**config.mk**
```make
export PLATFORM = sky130hd
export DESIGN_NAME = positional_list_engine_top
export DESIGN_NICKNAME = d
export VERILOG_FILES = /design/src/rtl/ple_pkg.sv /design/src/rtl/ple_ram.sv /design/src/rtl/positional_list_engine_top.sv
export SDC_FILE = /design/constraint.sdc
export NUM_CORES = 1
export LEC_CHECK = 0
export ABC_AREA = 1
export BUFFER_PORTS_ARGS = -buffer_cell sky130_fd_sc_hd__clkbuf_2
export CAP_MARGIN = 20
export CORE_MARGIN = 1
export CORE_UTILIZATION = 30
export CTS_CLUSTER_SIZE = 24
export DETAILED_ROUTE_END_ITERATION = 10
export GPL_ROUTABILITY_DRIVEN = 1
export SETUP_SLACK_MARGIN = 0.05
export SYNTH_ARGS = -nofsm -noshare
export SYNTH_HDL_FRONTEND = slang
export SYNTH_SLANG_ARGS = --single-unit
export TNS_END_PERCENT = 30
```
**constraint.sdc**
```tcl
create_clock -name clk_i -period 4.2 [get_ports clk_i]
set_input_delay 0.63 -clock clk_i [delete_from_list [all_inputs] [get_ports clk_i]]
set_output_delay 0.63 -clock clk_i [all_outputs]
set_load 0.005 [all_outputs]
```
**src/rtl/ple_pkg.sv**
```systemverilog
// shared types and constants for the positional list engine
`timescale 1ns / 1ps

package ple_pkg;

  typedef enum logic [1:0] {
    OP_INSERT = 2'd0,
    OP_DELETE = 2'd1,
    OP_READ   = 2'd2
  } op_e;

  typedef enum logic [1:0] {
    ST_IDLE  = 2'd0,
    ST_SHIFT = 2'd1,
    ST_READ  = 2'd2
  } state_e;

  localparam logic STATUS_OK  = 1'b0;
  localparam logic STATUS_ERR = 1'b1;

endpackage

```
**src/rtl/ple_ram.sv**
```systemverilog
// generic simple dual port ram with registered read
`timescale 1ns / 1ps

module ple_ram #(
  parameter int unsigned WIDTH = 32,
  parameter int unsigned DEPTH = 16,
  parameter int unsigned AW    = $clog2(DEPTH)
) (
  input  logic             clk_i,
  input  logic             we_i,
  input  logic [AW-1:0]    waddr_i,
  input  logic [WIDTH-1:0] wdata_i,
  input  logic [AW-1:0]    raddr_i,
  output logic [WIDTH-1:0] rdata_o
);

  logic [WIDTH-1:0] mem [DEPTH];
  logic [WIDTH-1:0] rdata_q;

  always_ff @(posedge clk_i) begin
    if (we_i) begin
      mem[waddr_i] <= wdata_i;
    end
    rdata_q <= mem[raddr_i];
  end

  assign rdata_o = rdata_q;

endmodule

```
**src/rtl/positional_list_engine_top.sv**
```systemverilog
// top level of the positional list engine: sequencer around the entry memory
`timescale 1ns / 1ps

// Ordered list of up to CAPACITY words held in one synchronous memory.
// A request is taken at a rising edge where start is high and busy is low;
// operation selects insert, delete or read at position, value is the word
// to insert. Each request gives exactly one result, shown for one cycle
// with done_o: status_o, read_value_o and entry_count_o (count afterwards).
// Insert and delete move the later entries one place through the memory,
// one read and one write per cycle; a request that moves entries reads
// each of them, writes back the last word read, then writes the new word
// (insert only) and updates the count as it shows its result. A read
// returns the registered memory word; a rejected request answers from idle.
// busy is low in the cycle that shows a result, so the next request can
// be taken then. The receiver cannot stall; results are never held.
// Reset empties the list at once, the memory contents are left as they
// are and only entries below the count are ever read.
module positional_list_engine_top #(
  parameter int unsigned CAPACITY   = 16,
  parameter int unsigned DATA_WIDTH = 32,
  localparam int unsigned CNT_W     = $clog2(CAPACITY + 1)
) (
  input  logic                  clk_i,
  input  logic                  rst_ni,
  input  logic                  start,
  output logic                  busy,
  input  logic [1:0]            operation_i,
  input  logic [CNT_W-1:0]      position_i,
  input  logic [DATA_WIDTH-1:0] value_i,
  output logic                  done_o,
  output logic                  status_o,
  output logic [DATA_WIDTH-1:0] read_value_o,
  output logic [CNT_W-1:0]      entry_count_o
);

  localparam int unsigned ADDR_W = $clog2(CAPACITY);
  localparam logic [CNT_W-1:0] CAP_CNT = CNT_W'(CAPACITY);
  localparam logic [CNT_W-1:0] ONE_CNT = CNT_W'(1);

  ple_pkg::state_e state_q, state_d;
  logic                  ins_q, ins_d;
  logic [ADDR_W-1:0]     pos_q, pos_d;
  logic [DATA_WIDTH-1:0] val_q, val_d;
  logic [ADDR_W-1:0]     rd_ptr_q, rd_ptr_d;
  logic [ADDR_W-1:0]     wr_ptr_q, wr_ptr_d;
  logic [CNT_W-1:0]      rem_q, rem_d;
  logic                  pend_q, pend_d;
  logic [CNT_W-1:0]      count_q, count_d;
  logic                  valid_q, valid_d;
  logic                  status_q, status_d;
  logic [DATA_WIDTH-1:0] rv_q, rv_d;

  logic                  ram_we;
  logic [ADDR_W-1:0]     ram_waddr;
  logic [DATA_WIDTH-1:0] ram_wdata;
  logic [ADDR_W-1:0]     ram_raddr;
  logic [DATA_WIDTH-1:0] ram_rdata;

  logic [CNT_W-1:0]      last_idx;
  logic [CNT_W-1:0]      ins_pos;
  logic [CNT_W-1:0]      del_pos;
  logic [CNT_W-1:0]      del_next;

  assign last_idx = count_q - ONE_CNT;
  assign ins_pos  = (position_i > count_q) ? count_q : position_i;
  assign del_pos  = (position_i > last_idx) ? last_idx : position_i;
  assign del_next = del_pos + ONE_CNT;

  ple_ram #(
    .WIDTH (DATA_WIDTH),
    .DEPTH (CAPACITY)
  ) u_ram (
    .clk_i   (clk_i),
    .we_i    (ram_we),
    .waddr_i (ram_waddr),
    .wdata_i (ram_wdata),
    .raddr_i (ram_raddr),
    .rdata_o (ram_rdata)
  );

  always_ff @(posedge clk_i or negedge rst_ni) begin
    if (!rst_ni) begin
      state_q  <= ple_pkg::ST_IDLE;
      ins_q    <= 1'b0;
      rem_q    <= '0;
      pend_q   <= 1'b0;
      count_q  <= '0;
      valid_q  <= 1'b0;
      status_q <= ple_pkg::STATUS_OK;
      rv_q     <= '0;
    end else begin
      state_q  <= state_d;
      ins_q    <= ins_d;
      rem_q    <= rem_d;
      pend_q   <= pend_d;
      count_q  <= count_d;
      valid_q  <= valid_d;
      status_q <= status_d;
      rv_q     <= rv_d;
    end
  end

  always_ff @(posedge clk_i) begin
    pos_q    <= pos_d;
    val_q    <= val_d;
    rd_ptr_q <= rd_ptr_d;
    wr_ptr_q <= wr_ptr_d;
  end

  always_comb begin
    state_d   = state_q;
    ins_d     = ins_q;
    pos_d     = pos_q;
    val_d     = val_q;
    rd_ptr_d  = rd_ptr_q;
    wr_ptr_d  = wr_ptr_q;
    rem_d     = rem_q;
    pend_d    = pend_q;
    count_d   = count_q;
    valid_d   = 1'b0;
    status_d  = status_q;
    rv_d      = rv_q;
    ram_we    = 1'b0;
    ram_waddr = wr_ptr_q;
    ram_wdata = ram_rdata;
    ram_raddr = rd_ptr_q;

    case (state_q)
      ple_pkg::ST_IDLE: begin
        ram_raddr = position_i[ADDR_W-1:0];
        if (start) begin
          case (ple_pkg::op_e'(operation_i))
            ple_pkg::OP_INSERT: begin
              if (count_q == CAP_CNT) begin
                valid_d  = 1'b1;
                status_d = ple_pkg::STATUS_ERR;
                rv_d     = '0;
              end else begin
                ins_d    = 1'b1;
                pos_d    = ins_pos[ADDR_W-1:0];
                val_d    = value_i;
                rem_d    = count_q - ins_pos;
                rd_ptr_d = last_idx[ADDR_W-1:0];
                pend_d   = 1'b0;
                state_d  = ple_pkg::ST_SHIFT;
              end
            end
            ple_pkg::OP_DELETE: begin
              if (count_q == '0) begin
                valid_d  = 1'b1;
                status_d = ple_pkg::STATUS_ERR;
                rv_d     = '0;
              end else begin
                ins_d    = 1'b0;
                pos_d    = del_pos[ADDR_W-1:0];
                rem_d    = last_idx - del_pos;
                rd_ptr_d = del_next[ADDR_W-1:0];
                pend_d   = 1'b0;
                state_d  = ple_pkg::ST_SHIFT;
              end
            end
            ple_pkg::OP_READ: begin
              if (position_i < count_q) begin
                state_d = ple_pkg::ST_READ;
              end else begin
                valid_d  = 1'b1;
                status_d = ple_pkg::STATUS_ERR;
                rv_d     = '0;
              end
            end
            default: begin
              valid_d  = 1'b1;
              status_d = ple_pkg::STATUS_ERR;
              rv_d     = '0;
            end
          endcase
        end
      end
      ple_pkg::ST_SHIFT: begin
        // write back the word read in the previous cycle
        if (pend_q) begin
          ram_we = 1'b1;
        end
        if (rem_q != '0) begin
          pend_d   = 1'b1;
          wr_ptr_d = ins_q ? (rd_ptr_q + 1'b1) : (rd_ptr_q - 1'b1);
          rd_ptr_d = ins_q ? (rd_ptr_q - 1'b1) : (rd_ptr_q + 1'b1);
          rem_d    = rem_q - ONE_CNT;
        end else if (pend_q) begin
          pend_d = 1'b0;
        end else begin
          if (ins_q) begin
            ram_we    = 1'b1;
            ram_waddr = pos_q;
            ram_wdata = val_q;
            count_d   = count_q + ONE_CNT;
          end else begin
            count_d = last_idx;
          end
          valid_d  = 1'b1;
          status_d = ple_pkg::STATUS_OK;
          rv_d     = '0;
          state_d  = ple_pkg::ST_IDLE;
        end
      end
      ple_pkg::ST_READ: begin
        valid_d  = 1'b1;
        status_d = ple_pkg::STATUS_OK;
        rv_d     = ram_rdata;
        state_d  = ple_pkg::ST_IDLE;
      end
      default: begin
        state_d = ple_pkg::ST_IDLE;
      end
    endcase
  end

  assign busy          = (state_q != ple_pkg::ST_IDLE);
  assign done_o        = valid_q;
  assign status_o      = status_q;
  assign read_value_o  = rv_q;
  assign entry_count_o = count_q;

`ifndef SYNTHESIS
  a_count_bound : assert property (@(posedge clk_i) disable iff (!rst_ni)
    count_q <= CAP_CNT)
    else $error("count above capacity");

  a_count_moves_with_result : assert property (@(posedge clk_i) disable iff (!rst_ni)
    !$stable(count_q) |-> done_o)
    else $error("count changed without a result");

  a_error_reads_zero : assert property (@(posedge clk_i) disable iff (!rst_ni)
    (done_o && status_o) |-> (read_value_o == '0))
    else $error("failed request returned data");

  a_write_only_busy : assert property (@(posedge clk_i) disable iff (!rst_ni)
    ram_we |-> busy)
    else $error("memory write while idle");
`endif

endmodule
```
# --- After elaboration in Yosys (flattened, before gate mapping) ---
# Memory sizes are Yosys's and may differ from the RTL's. A register that Yosys moved wholly into a read port is not among the register bits.
# Index checks and enable logic that the tools add are counted.
word_totals:
  ff_bits: 92
  in_bits: 42
  out_inout_bits: 40
  elab_cells: 138
  ram_bits: 512
  mem_count: 1
classes:
  reduce_logical: 16
  muxes: 76
  bitwise: 3
  add_sub_neg: 8
  n_lt_le_gt_ge: 3
  n_eq_ne: 19
memory_table:
  columns: ["name", "depth", "width", "rd", "rd_ports_with_merged_regs", "write_ports", "line", "text"]
  rows:
  - ["u_ram.mem", 16, 32, 1, 1, 1, "ple_ram.sv:17", "logic [WIDTH-1:0] mem [DEPTH];"]
op_table:
  columns: ["cell", "n"]
  rows:
  - ["32-bit 2-to-1 mux", 10]
  - ["32-bit one-hot mux with 3 select lines", 2]
  - ["4-bit 2-to-1 mux", 13]
  - ["5-bit 2-to-1 mux", 7]
  - ["1-bit 2-to-1 mux", 24]
  - ["4-bit one-hot mux with 2 select lines", 3]
  - ["5-bit one-hot mux with 2 select lines", 2]
  - ["3-bit != test, second input constant", 6]
  - ["7-bit AND reduction", 2]
  - ["2-bit 2-to-1 mux", 6]
  - ["2-bit != test, second input constant", 6]
  - ["1-bit one-hot mux with 3 select lines", 4]
  - ["5-bit > comparator", 2]
  - ["5-bit AND reduction", 2]
  - ["5-bit by 1-bit subtractor with 5-bit output, second input constant", 2]
  - ["5-bit subtractor", 2]
  - ["4-bit by 1-bit adder with 4-bit output, second input constant", 2]
  - ["1-bit one-hot mux with 2 select lines", 3]
  - ["2-bit one-hot mux with 3 select lines", 1]
  - ["6-bit AND reduction", 1]
  - ["2-bit nonzero test", 3]
  - ["5-bit by 1-bit adder with 5-bit output, second input constant", 1]
  - ["5-bit equality test, second input constant", 1]
  - ["5-bit logical NOT", 1]
  - ["14 further kinds", 19]

# --- Longest topological paths before layout ---
logic_depth:
  ltp_word: 8
  mapped_depth: 25
  mapped_depth_nobuf: 24

# --- Modules after synthesis ---
# A second synthesis with hierarchy kept.
unflattened:
  hier_cells: 2693
  hier_area_um2: 28038.1
by_module_without_submodules:
  columns: ["module", "cells_each", "seq_area_each_um2", "n_inst", "area_each_um2"]
  rows:
  - ["ple_ram", 2120, 16015.4, 1, 22730.6]
  - ["positional_list_engine_top", 573, 2522.4, 1, 5307.6]

# --- Worst setup path before layout ---
# OpenSTA, ideal clock, no wires.
synth_timing:
  kind: "register to register"
  from: "register count_q[1] (netlist: entry_count_o[1])"
  to: "register rem_q[4]"
  required_time_ps: 4083
  slack_ps: 767
  setup_ps: 117
  path_buffers: 1
  stages_incl_launch_ff: 23
  period_less_slack_ps: 3433
  arrival_ps: 3316
  cell_sequence: "dfrtp_1 > inv_1 > ha_1 > xnor2_1 > ha_1 > a21oi_1 > nand3b_1 > nand3_2 > nand2_4 > buf_12 > nand2_2 > o21ai_2 > ha_1 > inv_1 > fa_1 > nand2_1 > nand2_1 > nand2_2 > nand3_1 > nand3_1 > nand2_1 > nand2_1 > nand2_1"
synth_between:
  elab_chain_len: 8
  elab_cells_between_ends: 17
  cone_classes: "3 x add/sub; 2 x order compare; 3 x eq/ne; 7 x mux; 2 x reduce/logical"
synth_lines:
  columns: ["element", "line", "text"]
  rows:
  - ["start: declaration", "positional_list_engine_top.sv:48", "logic [CNT_W-1:0] count_q, count_d;"]
  - ["start signal: assignment", "positional_list_engine_top.sv:96", "count_q <= count_d;"]
  - ["5-bit by 1-bit subtractor with 5-bit output", "positional_list_engine_top.sv:64", "assign last_idx = count_q - ONE_CNT;"]
  - ["5-bit > comparator", "positional_list_engine_top.sv:66", "assign del_pos = (position_i > last_idx) ? last_idx : position_i;"]
  - ["5-bit 2-to-1 mux", "positional_list_engine_top.sv:66", null]
  - ["5-bit subtractor", "positional_list_engine_top.sv:156", "rem_d = last_idx - del_pos;"]
  - ["5-bit 2-to-1 mux", "positional_list_engine_top.sv:149", "if (count_q == '0) begin"]
  - ["5-bit one-hot mux with 2 select lines", "positional_list_engine_top.sv:132", "case (ple_pkg::op_e'(operation_i))"]
  - ["5-bit 2-to-1 mux", "positional_list_engine_top.sv:131", "if (start) begin"]
  - ["5-bit one-hot mux with 2 select lines", "positional_list_engine_top.sv:128", "case (state_q)"]
  - ["end signal: assignment", "positional_list_engine_top.sv:94", "rem_q <= rem_d;"]
  - ["end: declaration", "positional_list_engine_top.sv:46", "logic [CNT_W-1:0] rem_q, rem_d;"]
# Several ways; a longest one is shown, not always the timed one. The select of a mux whose other input is x is not followed.
# A chain may end at the register's enable or synchronous reset.

# --- Worst setup path after layout ---
# Same ends and word-level chain as after synthesis.

==> results.sh <==
export IMPL_crit_path_max_fanout=14
export IMPL_clk_transition_reported_paths_ns=0.06
export IMPL_cp_common_cell="sky130_fd_sc_hd__nand2_1"
export IMPL_wire_per_inst_microns=17.7
export IMPL_cellLeakagePower_nw=11.5
export IMPL_drt_drc_violations_left=0
export IMPL_critical_path_top_delay_family="adder cells"
export IMPL_timing_critical_path_slowest_stage_cell="sky130_fd_sc_hd__dfrtp_1"
export IMPL_synth_most_common_cell="sky130_fd_sc_hd__edfxtp_1"
export IMPL_postSynthCellCount=2242
export IMPL_synth_edff_count=556
export IMPL_ports=82
export IMPL_numPlacedInstances=3402
export IMPL_yosysWarningCount=0
export IMPL_final_layout_size_suffix_gt1_frac=0.137
export IMPL_vdd_drop_max_uv=618
export IMPL_setup_viol=0
export IMPL_detailedPlacementHpwl_microns=36800
export IMPL_number_of_filler_cells_placed_in_the_layout=8415
export IMPL_synth_nets=2313
export IMPL_multiInputGateArea_sq_um=6560
export IMPL_numCtsBuffers=71
export IMPL_timing_critical_path_cells="inv_1, ha_1, xnor2_1, ha_1, a21oi_1, nand3b_1, nand3_2, nand2_4, nand2_2, o21ai_2, ha_1, inv_1, fa_1, nand2_1, nand2_1, nand2_2, nand3_1, nand3_1, nand2_1, nand2_1, nand2_1"
export IMPL_cp_startpoint_kind="flip-flop"
export IMPL_drv_max_cap_violation_count=0
export IMPL_hold_viol_final=0
export IMPL_cellPowerDensity_nw_per_um2=760
export IMPL_library_cell_with_the_largest_summed_area_after_synthesis="sky130_fd_sc_hd__edfxtp_1"
export IMPL_rr_startpoint="entry_count_o[1]"
export IMPL_floorplan_initialDensity=0.305
export IMPL_post_synth_num_cell_types=46
export IMPL_synthesis_area_per_instance_sq_um=11.9
export IMPL_clock_sinks=636
export IMPL_final_slew_violations=0
export IMPL_worstMarginPinSlew_ns=0.995
export IMPL_yosys_top_cells_count="sky130_fd_sc_hd__edfxtp_1 (556), sky130_fd_sc_hd__inv_1 (310), sky130_fd_sc_hd__nand2_1 (300), sky130_fd_sc_hd__nand3_1 (212), sky130_fd_sc_hd__o21ai_0 (186)"
export IMPL_grt_max_degree=182
export IMPL_post_route_util=0.354
export IMPL_run_status="finished clean"
export IMPL_antenna_found_initial=0
export IMPL_worst_path_buf_inv=2
export IMPL_clock_skew_final_ns=0.0221
export IMPL_cts_htree_levels=3
export IMPL_antenna_diode_count=0
export IMPL_first_pass_iters=5
export IMPL_cts_repair_resize_count=0
export IMPL_fin_tns_setup_ns=0
export IMPL_grt_overflow_total=0
export IMPL_port_buffers=81
export IMPL_tritoncts="built"
export IMPL_via_density_per_instance=4.67
export IMPL_worst_skew_pair_later_pin_latency_ns=0.61
export IMPL_synth_seq_cells=636
export IMPL_post_synth_top_area_fraction=0.626
export IMPL_cts_hold_fix_buffers=0
export IMPL_finalWeightedCongestion=0.831
export IMPL_dieWidth_microns=300
export IMPL_setup_worst_path_end_class="flip-flop"
export IMPL_layout_min_cycle_time_ns=3.66
export IMPL_clock_tree_buffer_depth=3
export IMPL_synth_top_cells_by_area="sky130_fd_sc_hd__edfxtp_1 (63%), sky130_fd_sc_hd__dfrtp_1 (4.5%), sky130_fd_sc_hd__inv_1 (4.4%), sky130_fd_sc_hd__nand2_1 (4.2%), sky130_fd_sc_hd__nand3_1 (4.0%)"
export IMPL_track_usage=0.138
export IMPL_mappedNetlistArea_sq_um=26700
export IMPL_detail_route_iter0_violations=1217
export IMPL_detail_route_wirelength_microns=62500
export IMPL_crit_path_start="entry_count_o[1]"
export IMPL_cp_slowest_stage_delay_ns=0.51
export IMPL_grt_pass1_vias=15863
export IMPL_num_nets_final=2391
export IMPL_detail_route_antenna_nets=0
export IMPL_critPathArrivalTime_ns=4.14
export IMPL_dieArea_sq_um=90100
export IMPL_fp_dieH_microns=300
export IMPL_crit_path_required_time_ns=4.69
export IMPL_post_cts_setup_buffer_count=0
export IMPL_placeableCoreArea_sq_um=87400
export IMPL_synth_top_flop_cell="sky130_fd_sc_hd__edfxtp_1"
export IMPL_num_rows=108
export IMPL_slew_limit_headroom=0.336
export IMPL_cts_root_buf="sky130_fd_sc_hd__clkbuf_16"
export IMPL_area_delta_synth_final_pct=15.9
export IMPL_grt_pass1_wl_microns=95700
export IMPL_seq_area_sq_um=18500
export IMPL_hp_class="in -> async"
export IMPL_rsz0062_at_grt="no"
export IMPL_post_route_period_util=0.870
export IMPL_timing_worst_setup_path_type="reg -> reg"
export IMPL_max_freq_mhz=274
export IMPL_via_count=16511
export IMPL_postSynth_asyncResetShare=0.0755
export IMPL_final_cells=3534
export IMPL_sequential_cell_area_fraction_in_the_yosys_report=0.695
-- power breakdown --
group          internal [W]  switching, W  total [W]
sequential          0.00829      0.000360    0.00865
combinational       0.00275       0.00618    0.00893
clock               0.00342       0.00249    0.00591
total                0.0145       0.00903     0.0235
-- through the flow --
stage	instance area [sq um]	worst slack, ns	power [W]	hold WS, ns
after global routing	30900	0.236	0.0251	0.168
after global placement	28700	0.674	0.0178	0.453
final	30900	0.545	0.0235	0.109
after detailed placement	28700	0.602	0.0178	0.450
after CTS	30900	0.572	0.0238	0.130
after floorplan	26700	0.767	0.0150	0.334
-- final timing paths --
path	endpoint	slack (ns)	depth (start not counted)
worst max-delay path	rem_q[4]	0.54	21
worst min-delay path	entry_count_o[0]	0.11	1
worst max register to register	rem_q[4]	0.54	21
worst min register to register	read_value_o[21]	0.45	2
max in group asynchronous	read_value_o[13]	3.51	1
min in group clk_i	val_q[30]	0.21	1
-- cell families (layout without fill, tap and decap cells) --
| logic type | after synthesis | after routing | synth area share |
|---|---|---|---|
| flops | 636 | 636 | 0.695 |
| simple gates | 588 | 588 | 0.0979 |
| compound gates | 503 | 503 | 0.109 |
| buf+inv | 441 | 578 | 0.0661 |
| mux | 33 | 33 | 0.0139 |
| fa+ha+maj | 29 | 29 | 0.0142 |
| xor+xnor | 12 | 12 | 0.00394 |
-- per-layer routing --
metal | global-route usage | up-vias | wire [microns] | part of all wire
li1 | - | 8070 | - | -
met1 | 0.186 | 8001 | 28100 | 0.45
met2 | 0.228 | 353 | 30100 | 0.48
met3 | 0.0237 | 87 | 3100 | 0.050
met4 | 0.0369 | 0 | 1200 | 0.019
met5 | 0 | - | 0 | 0
-- cell usage in the layout (no fill, tap or decap), types with 19 or more instances in the layout --
master                        n
sky130_fd_sc_hd__ha_1        26
sky130_fd_sc_hd__buf_4       40
sky130_fd_sc_hd__nor2_4      19
sky130_fd_sc_hd__nand2_1    300
sky130_fd_sc_hd__clkbuf_1    24
sky130_fd_sc_hd__o21ai_1     19
sky130_fd_sc_hd__inv_1      309
sky130_fd_sc_hd__dfrtp_1     48
sky130_fd_sc_hd__o21ai_0    185
sky130_fd_sc_hd__clkbuf_2    80
sky130_fd_sc_hd__edfxtp_1   556
sky130_fd_sc_hd__o211ai_1   130
sky130_fd_sc_hd__nand3_1    211
sky130_fd_sc_hd__mux2_2      32
sky130_fd_sc_hd__a21oi_1    146
sky130_fd_sc_hd__clkbuf_16   73
sky130_fd_sc_hd__dfxtp_1     32
sky130_fd_sc_hd__nor2_1      25
-- final cells by class --
class	count	share of cell area
clock inverter	25	0.00639
tap	1155	0.0467
multi-input combinational	1165	0.212
clock buffer	107	0.0664
sequential	636	0.600
inverter	314	0.0381
timing repair buffer	132	0.0304
-- sequential cells by signal (all words and copies together) (netlist names) --
| name | flops |
|---|---|
| u_ram.mem | 512 |
| read_value_o | 32 |
| u_ram.rdata_o | 32 |
| val_q | 32 |
| entry_count_o | 5 |
| rem_q | 5 |
| pos_q | 4 |
| rd_ptr_q | 4 |
| wr_ptr_q | 4 |
| state_q | 2 |
| done_o | 1 |
| ins_q | 1 |
| pend_q | 1 |
| status_o | 1 |
-- worst reg2reg max path, stage by stage (launching register included) --
cell and delay [ns]:
sky130_fd_sc_hd__dfrtp_1 0.51, sky130_fd_sc_hd__inv_1 0.24, sky130_fd_sc_hd__ha_1 0.31, sky130_fd_sc_hd__xnor2_1 0.25, sky130_fd_sc_hd__ha_1 0.29, sky130_fd_sc_hd__a21oi_1 0.12, sky130_fd_sc_hd__nand3b_1 0.13, sky130_fd_sc_hd__nand3_2 0.10
sky130_fd_sc_hd__nand2_4 0.17, sky130_fd_sc_hd__nand2_2 0.07, sky130_fd_sc_hd__o21ai_2 0.12, sky130_fd_sc_hd__ha_1 0.19, sky130_fd_sc_hd__inv_1 0.06, sky130_fd_sc_hd__fa_1 0.44, sky130_fd_sc_hd__nand2_1 0.10, sky130_fd_sc_hd__nand2_1 0.06
sky130_fd_sc_hd__nand2_2 0.07, sky130_fd_sc_hd__nand3_1 0.06, sky130_fd_sc_hd__nand3_1 0.09, sky130_fd_sc_hd__nand2_1 0.05, sky130_fd_sc_hd__nand2_1 0.06, sky130_fd_sc_hd__nand2_1 0.05
No activity file was read; power rests on OpenSTA's default activity.
